File: src/rtl/core/ksfp_pkg.sv
// Types and constants for the kettle status frame parser.
// No dependencies; used by the top level and its checker.
package ksfp_pkg;

   typedef enum logic [1:0] {
      OP_BYTE    = 2'd0,
      OP_TICK    = 2'd1,
      OP_NEXT_TX = 2'd2,
      OP_NONE    = 2'd3
   } ksfp_op_type;

   typedef enum logic [1:0] {
      CSR_OFFLINE_LIMIT = 2'd0,
      CSR_TEMP_LOW      = 2'd1,
      CSR_TEMP_HIGH     = 2'd2,
      CSR_UNUSED        = 2'd3
   } ksfp_csr_type;

   localparam logic [7:0] START_BYTE    = 8'hA5;
   localparam logic [7:0] TYPE_COMPACT  = 8'h22;
   localparam logic [7:0] TYPE_EXTENDED = 8'h12;
   localparam logic [7:0] TAG_COMPACT   = 8'h41;
   localparam logic [7:0] TAG_EXTENDED  = 8'h40;
   localparam logic [7:0] STATUS_MARK   = 8'h01;

   localparam logic [3:0] OFFLINE_LIMIT_RESET = 4'd10;
   localparam logic [7:0] TEMP_LOW_RESET      = 8'd40;
   localparam logic [7:0] TEMP_HIGH_RESET     = 8'd230;

   typedef struct packed {
      logic [1:0] opcode;
      logic [7:0] rx_byte;
   } ksfp_req_type;

   typedef struct packed {
      logic       frame_done;
      logic [7:0] done_kind;
      logic       status_taken;
      logic [7:0] water_temp;
      logic [7:0] kettle_setpoint;
      logic       heating;
      logic       on_base;
      logic       online;
      logic       registered;
      logic [7:0] tx_seq;
      logic [7:0] ctrl_seq;
   } ksfp_rsp_type;

endpackage

File: src/rtl/core/kettle_status_frame_parser.sv
// Kettle status frame parser: byte-serial frame receiver and status tracker.
// Depends on ksfp_pkg.
//
// Usage:
//   req channel (req_valid/req_stall/req_data) carries one item per transfer:
//   a received link byte, a poll tick or a request for the next transmit
//   sequence. Every item gives exactly one result on the rsp channel
//   (rsp_valid/rsp_stall/rsp_data) with the frame completion flags and the
//   current kettle status.
//   csr channel (csr_valid/csr_ready/csr_index/csr_wdata) writes offline_limit,
//   temp_low and temp_high; csr_ready is always high. Write only while idle.
//   A result passes through the input register, then the result register,
//   before it is valid on rsp.
//   Throughput: one item per cycle while rsp_stall does not hold a result,
//   set by the combinational state update between the two registers.
//   Stall: while rsp_stall holds a waiting result, the input register still
//   takes one more item; req_stall rises only when both registers are full.
//   Reset (synchronous, active high): hunting for the start byte, all status
//   cleared, registers at defaults, both registers empty.
module kettle_status_frame_parser
   import ksfp_pkg::*;
(
   input  logic         clock,
   input  logic         reset,
   input  logic         req_valid,
   output logic         req_stall,
   input  ksfp_req_type req_data,
   output logic         rsp_valid,
   input  logic         rsp_stall,
   output ksfp_rsp_type rsp_data,
   input  logic         csr_valid,
   output logic         csr_ready,
   input  logic [1:0]   csr_index,
   input  logic [7:0]   csr_wdata
);

   typedef enum logic [1:0] {
      PH_HUNT,
      PH_HEADER,
      PH_PAYLOAD
   } phase_type;

   // captured payload slots
   localparam int CAP_MARK = 0;
   localparam int CAP_TAG  = 1;
   localparam int CAP_HEAT = 2;
   localparam int CAP_SETP = 3;
   localparam int CAP_TEMP = 4;
   localparam int CAP_CHEAT = 5;
   localparam int CAP_BASE = 6;

   // configuration
   logic [3:0] offline_limit_ff;
   logic [7:0] temp_low_ff, temp_high_ff;

   // pipeline registers
   logic         s1_valid_ff;
   ksfp_req_type s1_data_ff;
   logic         rsp_valid_ff;
   ksfp_rsp_type rsp_data_ff, rsp_in;

   // parser and status state
   phase_type   phase_ff, phase_in;
   logic [2:0]  hpos_ff, hpos_in;
   logic [7:0]  kind_ff, kind_in;
   logic [7:0]  seq_ff, seq_in;
   logic [15:0] len_ff, len_in;
   logic [15:0] cnt_ff, cnt_in;
   logic [7:0]  cap_ff [7];
   logic [7:0]  cap_in [7];
   logic [7:0]  temp_ff, temp_in;
   logic [7:0]  setp_ff, setp_in;
   logic        heat_ff, heat_in;
   logic        base_ff, base_in;
   logic        online_ff, online_in;
   logic        reg_ff, reg_in;
   logic [7:0]  last_rx_ff, last_rx_in;
   logic [7:0]  last_stat_ff, last_stat_in;
   logic [7:0]  tx_ff, tx_in;
   logic [3:0]  silence_ff, silence_in;

   logic out_free, advance, csr_write;
   logic finish, taken, in_range;
   logic [7:0] byte_v;
   logic [3:0] sil_v;

   assign out_free  = !rsp_valid_ff || !rsp_stall;
   assign advance   = s1_valid_ff && out_free;
   assign req_stall = s1_valid_ff && !out_free;
   assign rsp_valid = rsp_valid_ff;
   assign rsp_data  = rsp_data_ff;
   assign csr_ready = 1'b1;
   assign csr_write = csr_valid && csr_ready;

   always_comb begin
      phase_in     = phase_ff;
      hpos_in      = hpos_ff;
      kind_in      = kind_ff;
      seq_in       = seq_ff;
      len_in       = len_ff;
      cnt_in       = cnt_ff;
      cap_in       = cap_ff;
      temp_in      = temp_ff;
      setp_in      = setp_ff;
      heat_in      = heat_ff;
      base_in      = base_ff;
      online_in    = online_ff;
      reg_in       = reg_ff;
      last_rx_in   = last_rx_ff;
      last_stat_in = last_stat_ff;
      tx_in        = tx_ff;
      silence_in   = silence_ff;
      finish       = 1'b0;
      taken        = 1'b0;
      sil_v        = silence_ff;
      byte_v       = s1_data_ff.rx_byte;

      case (ksfp_op_type'(s1_data_ff.opcode))
         OP_BYTE: begin
            case (phase_ff)
               PH_HUNT: begin
                  if (byte_v == START_BYTE) begin
                     phase_in = PH_HEADER;
                     hpos_in  = 3'd0;
                  end
               end
               PH_HEADER: begin
                  case (hpos_ff)
                     3'd0: kind_in = byte_v;
                     3'd1: seq_in  = byte_v;
                     3'd2: len_in  = {8'd0, byte_v};
                     3'd3: len_in  = {byte_v, len_ff[7:0]};
                     default: ;
                  endcase
                  // fifth header byte is the checksum, not checked
                  if (hpos_ff >= 3'd4) begin
                     hpos_in = 3'd0;
                     cnt_in  = 16'd0;
                     for (int i = 0; i < 7; i++) cap_in[i] = 8'd0;
                     if (len_ff == 16'd0) finish = 1'b1;
                     else phase_in = PH_PAYLOAD;
                  end else begin
                     hpos_in = hpos_ff + 3'd1;
                  end
               end
               PH_PAYLOAD: begin
                  case (cnt_ff)
                     16'd0:  cap_in[CAP_MARK]  = byte_v;
                     16'd1:  cap_in[CAP_TAG]   = byte_v;
                     16'd4:  cap_in[CAP_HEAT]  = byte_v;
                     16'd6:  cap_in[CAP_SETP]  = byte_v;
                     16'd7:  cap_in[CAP_TEMP]  = byte_v;
                     16'd8:  cap_in[CAP_CHEAT] = byte_v;
                     16'd14: cap_in[CAP_BASE]  = byte_v;
                     default: ;
                  endcase
                  cnt_in = cnt_ff + 16'd1;
                  if (cnt_in >= len_ff) finish = 1'b1;
               end
               default: phase_in = PH_HUNT;
            endcase
         end
         OP_TICK: begin
            if (silence_ff < offline_limit_ff) sil_v = silence_ff + 4'd1;
            silence_in = sil_v;
            if (sil_v >= offline_limit_ff) online_in = 1'b0;
         end
         OP_NEXT_TX: begin
            if (tx_ff == 8'd0 && last_rx_ff != 8'd0) tx_in = last_rx_ff + 8'd1;
            else tx_in = tx_ff + 8'd1;
         end
         default: ;
      endcase

      in_range = (cap_in[CAP_TEMP] >= temp_low_ff) && (cap_in[CAP_TEMP] <= temp_high_ff);

      if (finish) begin
         phase_in   = PH_HUNT;
         last_rx_in = seq_ff;
         if (kind_ff == TYPE_EXTENDED) reg_in = 1'b1;
         if (kind_ff == TYPE_COMPACT) begin
            if (len_ff >= 16'd9 && cap_in[CAP_MARK] == STATUS_MARK &&
                cap_in[CAP_TAG] == TAG_COMPACT && in_range) begin
               heat_in = (cap_in[CAP_CHEAT] != 8'd0);
               taken   = 1'b1;
            end
         end else if (kind_ff == TYPE_EXTENDED) begin
            if (len_ff >= 16'd8 && cap_in[CAP_MARK] == STATUS_MARK &&
                cap_in[CAP_TAG] == TAG_EXTENDED && in_range) begin
               heat_in = (cap_in[CAP_HEAT] != 8'd0);
               if (len_ff >= 16'd15) base_in = (cap_in[CAP_BASE] == 8'd0);
               taken = 1'b1;
            end
         end
         if (taken) begin
            temp_in      = cap_in[CAP_TEMP];
            setp_in      = cap_in[CAP_SETP];
            online_in    = 1'b1;
            last_stat_in = seq_ff;
            silence_in   = 4'd0;
         end
      end

      rsp_in.frame_done      = finish;
      rsp_in.done_kind       = finish ? kind_ff : 8'd0;
      rsp_in.status_taken    = taken;
      rsp_in.water_temp      = temp_in;
      rsp_in.kettle_setpoint = setp_in;
      rsp_in.heating         = heat_in;
      rsp_in.on_base         = base_in;
      rsp_in.online          = online_in;
      rsp_in.registered      = reg_in;
      rsp_in.tx_seq          = tx_in;
      rsp_in.ctrl_seq        = (last_stat_in != 8'd0) ? last_stat_in : last_rx_in;
   end

   always_ff @(posedge clock) begin
      if (reset) begin
         offline_limit_ff <= OFFLINE_LIMIT_RESET;
         temp_low_ff      <= TEMP_LOW_RESET;
         temp_high_ff     <= TEMP_HIGH_RESET;
         s1_valid_ff      <= 1'b0;
         rsp_valid_ff     <= 1'b0;
         phase_ff         <= PH_HUNT;
         hpos_ff          <= 3'd0;
         kind_ff          <= 8'd0;
         seq_ff           <= 8'd0;
         len_ff           <= 16'd0;
         cnt_ff           <= 16'd0;
         for (int i = 0; i < 7; i++) cap_ff[i] <= 8'd0;
         temp_ff          <= 8'd0;
         setp_ff          <= 8'd0;
         heat_ff          <= 1'b0;
         base_ff          <= 1'b0;
         online_ff        <= 1'b0;
         reg_ff           <= 1'b0;
         last_rx_ff       <= 8'd0;
         last_stat_ff     <= 8'd0;
         tx_ff            <= 8'd0;
         silence_ff       <= 4'd0;
      end else begin
         if (csr_write) begin
            case (ksfp_csr_type'(csr_index))
               CSR_OFFLINE_LIMIT: offline_limit_ff <= csr_wdata[3:0];
               CSR_TEMP_LOW:      temp_low_ff      <= csr_wdata;
               CSR_TEMP_HIGH:     temp_high_ff     <= csr_wdata;
               default: ;
            endcase
         end
         if (!req_stall) begin
            s1_valid_ff <= req_valid;
            s1_data_ff  <= req_data;
         end
         if (out_free) begin
            rsp_valid_ff <= s1_valid_ff;
            rsp_data_ff  <= rsp_in;
         end
         if (advance) begin
            phase_ff     <= phase_in;
            hpos_ff      <= hpos_in;
            kind_ff      <= kind_in;
            seq_ff       <= seq_in;
            len_ff       <= len_in;
            cnt_ff       <= cnt_in;
            cap_ff       <= cap_in;
            temp_ff      <= temp_in;
            setp_ff      <= setp_in;
            heat_ff      <= heat_in;
            base_ff      <= base_in;
            online_ff    <= online_in;
            reg_ff       <= reg_in;
            last_rx_ff   <= last_rx_in;
            last_stat_ff <= last_stat_in;
            tx_ff        <= tx_in;
            silence_ff   <= silence_in;
         end
      end
   end

endmodule

File: config.mk
export PLATFORM = sky130hd
export DESIGN_NAME = kettle_status_frame_parser
export DESIGN_NICKNAME = d
export VERILOG_FILES = /design/src/rtl/core/ksfp_pkg.sv /design/src/rtl/core/kettle_status_frame_parser.sv
export SDC_FILE = /design/constraint.sdc
export NUM_CORES = 1
export LEC_CHECK = 0
export BUFFER_PORTS_ARGS = -buffer_cell sky130_fd_sc_hd__buf_4
export CELL_PAD_IN_SITES_DETAIL_PLACEMENT = 1
export CELL_PAD_IN_SITES_GLOBAL_PLACEMENT = 2
export CORE_ASPECT_RATIO = 0.75
export CORE_MARGIN = 5
export CORE_UTILIZATION = 39
export DETAILED_ROUTE_END_ITERATION = 8
export GPL_TIMING_DRIVEN = 1
export PLACE_DENSITY = 0.78
export SKIP_CTS_REPAIR_TIMING = 1
export SYNTH_ARGS = -nofsm -noshare
export SYNTH_HDL_FRONTEND = slang
export SYNTH_SLANG_ARGS = --single-unit
File: constraint.sdc
create_clock -name clock -period 6.5 [get_ports clock]
set_clock_uncertainty 0.05 [all_clocks]
set_input_delay 0 -clock clock [delete_from_list [all_inputs] [get_ports clock]]
set_output_delay 0 -clock clock [all_outputs]
set_load 0.1 [all_outputs]
==> results.toml <==
[outcome]
status = "finished, final reports clean"

[clock_tree]
htree_num_levels = 1
worst_skew_pair.late_latency_ps = 540
clk_pin_slew_worst_paths_ps = 60
tritoncts_clock_tree = "yes"
cts_root_buffer = "sky130_fd_sc_hd__clkbuf_16"
cts_sinks = 235
cts-root-to-sink-buffers = 3
cts_made_buffers = 25

[routing]
drcViolationCount = 0
vias_after_detailed_routing = 10200
drt.antenna.violating_nets = 0
post_drt_wl_per_cell_um = 21.3
routed_via_density = 5.64
route.final.wire_length_mm = 38.4
first_pass_iters = 5
dr.first_iter.drc_count = 738

[sta]
timing_worst_slew_pin_value_ps = 1080
final_period_minus_worst_setup_slack_ps = 5440
setup_slack_ps = 1060
final-max-slew-violation-count = 0
hold_viol = 0
timing.max_slew.rel_slack_pct = 27.3
timing.final.crit_share_pct = 83.8
unrepaired_setup_endpoints_after_global_routing = "false"
fmax_ghz = 0.184
tns_ps = 0
setup_viol = 0

[power_and_ir_drop]
power_report.internal_total_w = 0.00237
power.density_mw_per_mm2 = 230
power.total_w = 0.00321
vdd_ir_max_mv = 0.159
seq_power_share_pct = 48.0
share_of_power_burned_in_combinational_logic_pct = 9.2
power.leakage_nw = 5.62
clock_power_share_pct = 42.7
power.switching_w = 0.000840
power.share.switching_pct = 26.2

[die]
die_w_um = 213
start_util_pct = 39.6
rows = 55
core_area_sq_mm = 0.0303
die_height_um = 162
die_area_sq_mm = 0.0344
io_pins = 74

[min_path]
hold_depth = 4
min-delay-start = "csr_index[1]"
hold_path_class = "in -> reg"
hold-path-endpoint = "temp_high_ff[3]"

[cells_and_area]
seq_area_sq_mm = 0.00527
final_cell_area_sq_mm = 0.0139
final_nets = 1465
layout.cells.non_filler = 1803
areaGrowthSynthToFinish_pct = 16.2
fillerInstances = 3500
antenna_cells = 0
layout-drive-gt1-share_pct = 12.1
multiInputGateArea_sq_mm = 0.00620

[worst_setup_path]
crit_required_ps = 6700
worst_path_arrival_ps = 5650
rr_worst_depth = 15
crit_type = "reg -> reg"
crit_path_start_kind = "flop"
timing.critical_path.to_type = "flop"
reg2reg_to = "rsp_data[6]"
critical_path_fanout_max = 9
start_of_the_worst_register_to_register_path = "cnt_ff[8]"
worst-r2r-setup-slack_ps = 1060

[placement]
port_buffers = 72
detailedPlacementHpwl_mm = 26.4
gpl.final_weighted_congestion = 0.833
placement.setup.worst_slack_ps = 1060
place_inst = 1732
placed_area_sq_mm = 0.0129

[synth]
ys_seq_elements = 235
synth-async-reset-ratio_pct = 0
synth_warnings = 0
ys.flop_type = "sky130_fd_sc_hd__dfxtp_1"
synth_cell_type_count = 73
syn_avg_cell_area_sq_um = 9.11
number_of_enable_flip_flop_cells_after_synthesis = 56
syn-cell-area_sq_mm = 0.0120
postSynthCellCount = 1318
synth.net_count = 1396
seq_area_frac_synth_pct = 43.9

[grt]
grt_first_pass_wirelength_mm = 59.4
groute.usage.overall_pct = 21.8
grt_start_max_net_pins = 91
grt_pass1_vias = 10100
grt_antenna_before_repair = 0
overflow = 0

[flow_run]
drv.max_cap_violation_count = 0
## final cells by class
| cell class | instances | share of cell area (%) |
|---|---|---|
| timing repair buffer | 120 | 6.97 |
| clock inverter | 5 | 0.224 |
| clock buffer | 39 | 5.22 |
| inverter | 66 | 1.78 |
| tap | 399 | 3.58 |
| multi-input combinational | 939 | 44.5 |
| sequential | 235 | 37.8 |
## worst max-delay path, stage by stage, from the launching register on
cell and delay, ps:
sky130_fd_sc_hd__dfxtp_1 390, sky130_fd_sc_hd__or4_1 750, sky130_fd_sc_hd__nor4_1 390, sky130_fd_sc_hd__buf_4 190, sky130_fd_sc_hd__and2_1 340, sky130_fd_sc_hd__o21ai_1 270, sky130_fd_sc_hd__a22oi_1 370, sky130_fd_sc_hd__inv_1 150
sky130_fd_sc_hd__ha_1 330, sky130_fd_sc_hd__a2111oi_0 440, sky130_fd_sc_hd__nand2_1 130, sky130_fd_sc_hd__a21oi_1 250, sky130_fd_sc_hd__nor4b_1 100, sky130_fd_sc_hd__buf_4 170, sky130_fd_sc_hd__a41oi_1 670, sky130_fd_sc_hd__o22ai_1 180
## state kept, by name (all words and copies together) (netlist names), 16 cells and up
| name | flops |
|---|---|
| cnt_ff | 16 |
| cap_ff | 56 |
| len_ff | 16 |
| rsp_data | 46 |
## per-layer routing
metal	global-route usage (%)	share of wire, %	up-vias
li1	-	-	4871
met1	33.8	51	5051
met2	32.4	43	212
met3	3.49	5.2	33
met4	3.55	1.3	0
met5	0	0	-
## cells by family after synthesis
family,Yosys count,synth area share [%]
mux,86,7.45
flops,235,43.9
buf+inv,144,4.77
xor+xnor,17,1.24
other cells,1,0.0312
fa+ha+maj,53,5.52
simple gates,488,20.7
compound gates,294,16.4
## layout by cell type (no fill, tap or decap), types with 12 or more instances in the layout
cell type / instances
sky130_fd_sc_hd__dfxtp_1: 179
sky130_fd_sc_hd__nor2_1: 162
sky130_fd_sc_hd__buf_4: 92
sky130_fd_sc_hd__nand2_1: 89
sky130_fd_sc_hd__inv_1: 66
sky130_fd_sc_hd__a21oi_1: 66
sky130_fd_sc_hd__mux2i_1: 59
sky130_fd_sc_hd__edfxtp_1: 56
sky130_fd_sc_hd__ha_1: 53
sky130_fd_sc_hd__o21ai_0: 48
sky130_fd_sc_hd__nand2b_1: 47
sky130_fd_sc_hd__a22oi_1: 47
sky130_fd_sc_hd__nand3_1: 27
sky130_fd_sc_hd__dlygate4sd3_1: 27
sky130_fd_sc_hd__and3_1: 25
sky130_fd_sc_hd__clkbuf_16: 25
sky130_fd_sc_hd__nor3_1: 23
sky130_fd_sc_hd__nor4_1: 20
sky130_fd_sc_hd__mux2_2: 20
sky130_fd_sc_hd__a211oi_1: 18
sky130_fd_sc_hd__nor2b_1: 14
sky130_fd_sc_hd__a21o_1: 14
sky130_fd_sc_hd__and2_1: 12
sky130_fd_sc_hd__a211o_1: 12
## power groups by stage
stage / registers (W) / logic [W] / clock network, W
floorplan: 0.00167 / 0.0000983 / 0
global placement: 0.00157 / 0.000279 / 0
detailed placement: 0.00157 / 0.000283 / 0
CTS: 0.00154 / 0.000284 / 0.00140
global route: 0.00154 / 0.000315 / 0.00147
finish: 0.00154 / 0.000295 / 0.00137
## stage by stage
| step | utilization [%] | hold WS [ps] |
|---|---|---|
| final | 46.0 | 111 |
| after CTS | 45.2 | -435 |
| after detailed placement | 42.6 | 130 |
| after floorplan | - | 48.9 |
| after global routing | 46.0 | 129 |
| after global placement | 42.6 | 128 |
## how the worst max path moves through the flow
| stage | start | to | slack [ps] | cells after the start |
|---|---|---|---|---|
| after floorplan | cnt_ff[4] | rsp_data[35] | 1730 | 18 |
| after global placement | cnt_ff[8] | rsp_data[33] | 1190 | 15 |
| after detailed placement | cnt_ff[8] | rsp_data[6] | 1060 | 15 |
| after CTS | cnt_ff[8] | rsp_data[29] | 1090 | 15 |
| after global routing | cnt_ff[8] | rsp_data[7] | 690 | 15 |
| final | cnt_ff[8] | rsp_data[6] | 1060 | 15 |
## cell usage after synthesis, drive strengths merged, types with 4 or more instances
| master | number | area, sq um |
|---|---|---|
| buf | 15 | 88.8 |
| and2 | 15 | 93.8 |
| clkbuf | 63 | 236 |
| a22o | 11 | 96.3 |
| and4 | 4 | 35.0 |
| a21o | 14 | 105 |
| edfxtp | 56 | 1680 |
| o21ai | 53 | 265 |
| nor3 | 24 | 120 |
| nor3b | 6 | 45.0 |
| nor2b | 14 | 87.6 |
| nand3 | 27 | 135 |
| xnor2 | 7 | 61.3 |
| nand2b | 47 | 294 |
| o21a | 8 | 60.1 |
| a22oi | 47 | 353 |
| a21oi | 68 | 344 |
| and3 | 25 | 156 |
| inv | 66 | 248 |
| xor2 | 10 | 87.6 |
| nand4 | 11 | 68.8 |
| o22ai | 11 | 68.8 |
| ha | 53 | 663 |
| mux2 | 27 | 304 |
| o211ai | 4 | 30.0 |
| nor2 | 162 | 608 |
| a211o | 12 | 105 |
| nor4 | 26 | 220 |
| or3 | 6 | 37.5 |
| nand3b | 10 | 75.1 |
| a31oi | 9 | 56.3 |
| or4 | 9 | 67.6 |
| or2 | 4 | 25.0 |
| a32oi | 6 | 52.6 |
| mux2i | 59 | 591 |
| nand2 | 89 | 334 |
| dfxtp | 179 | 3580 |
| a211oi | 18 | 135 |
No activity file was read; power rests on OpenSTA's default activity.
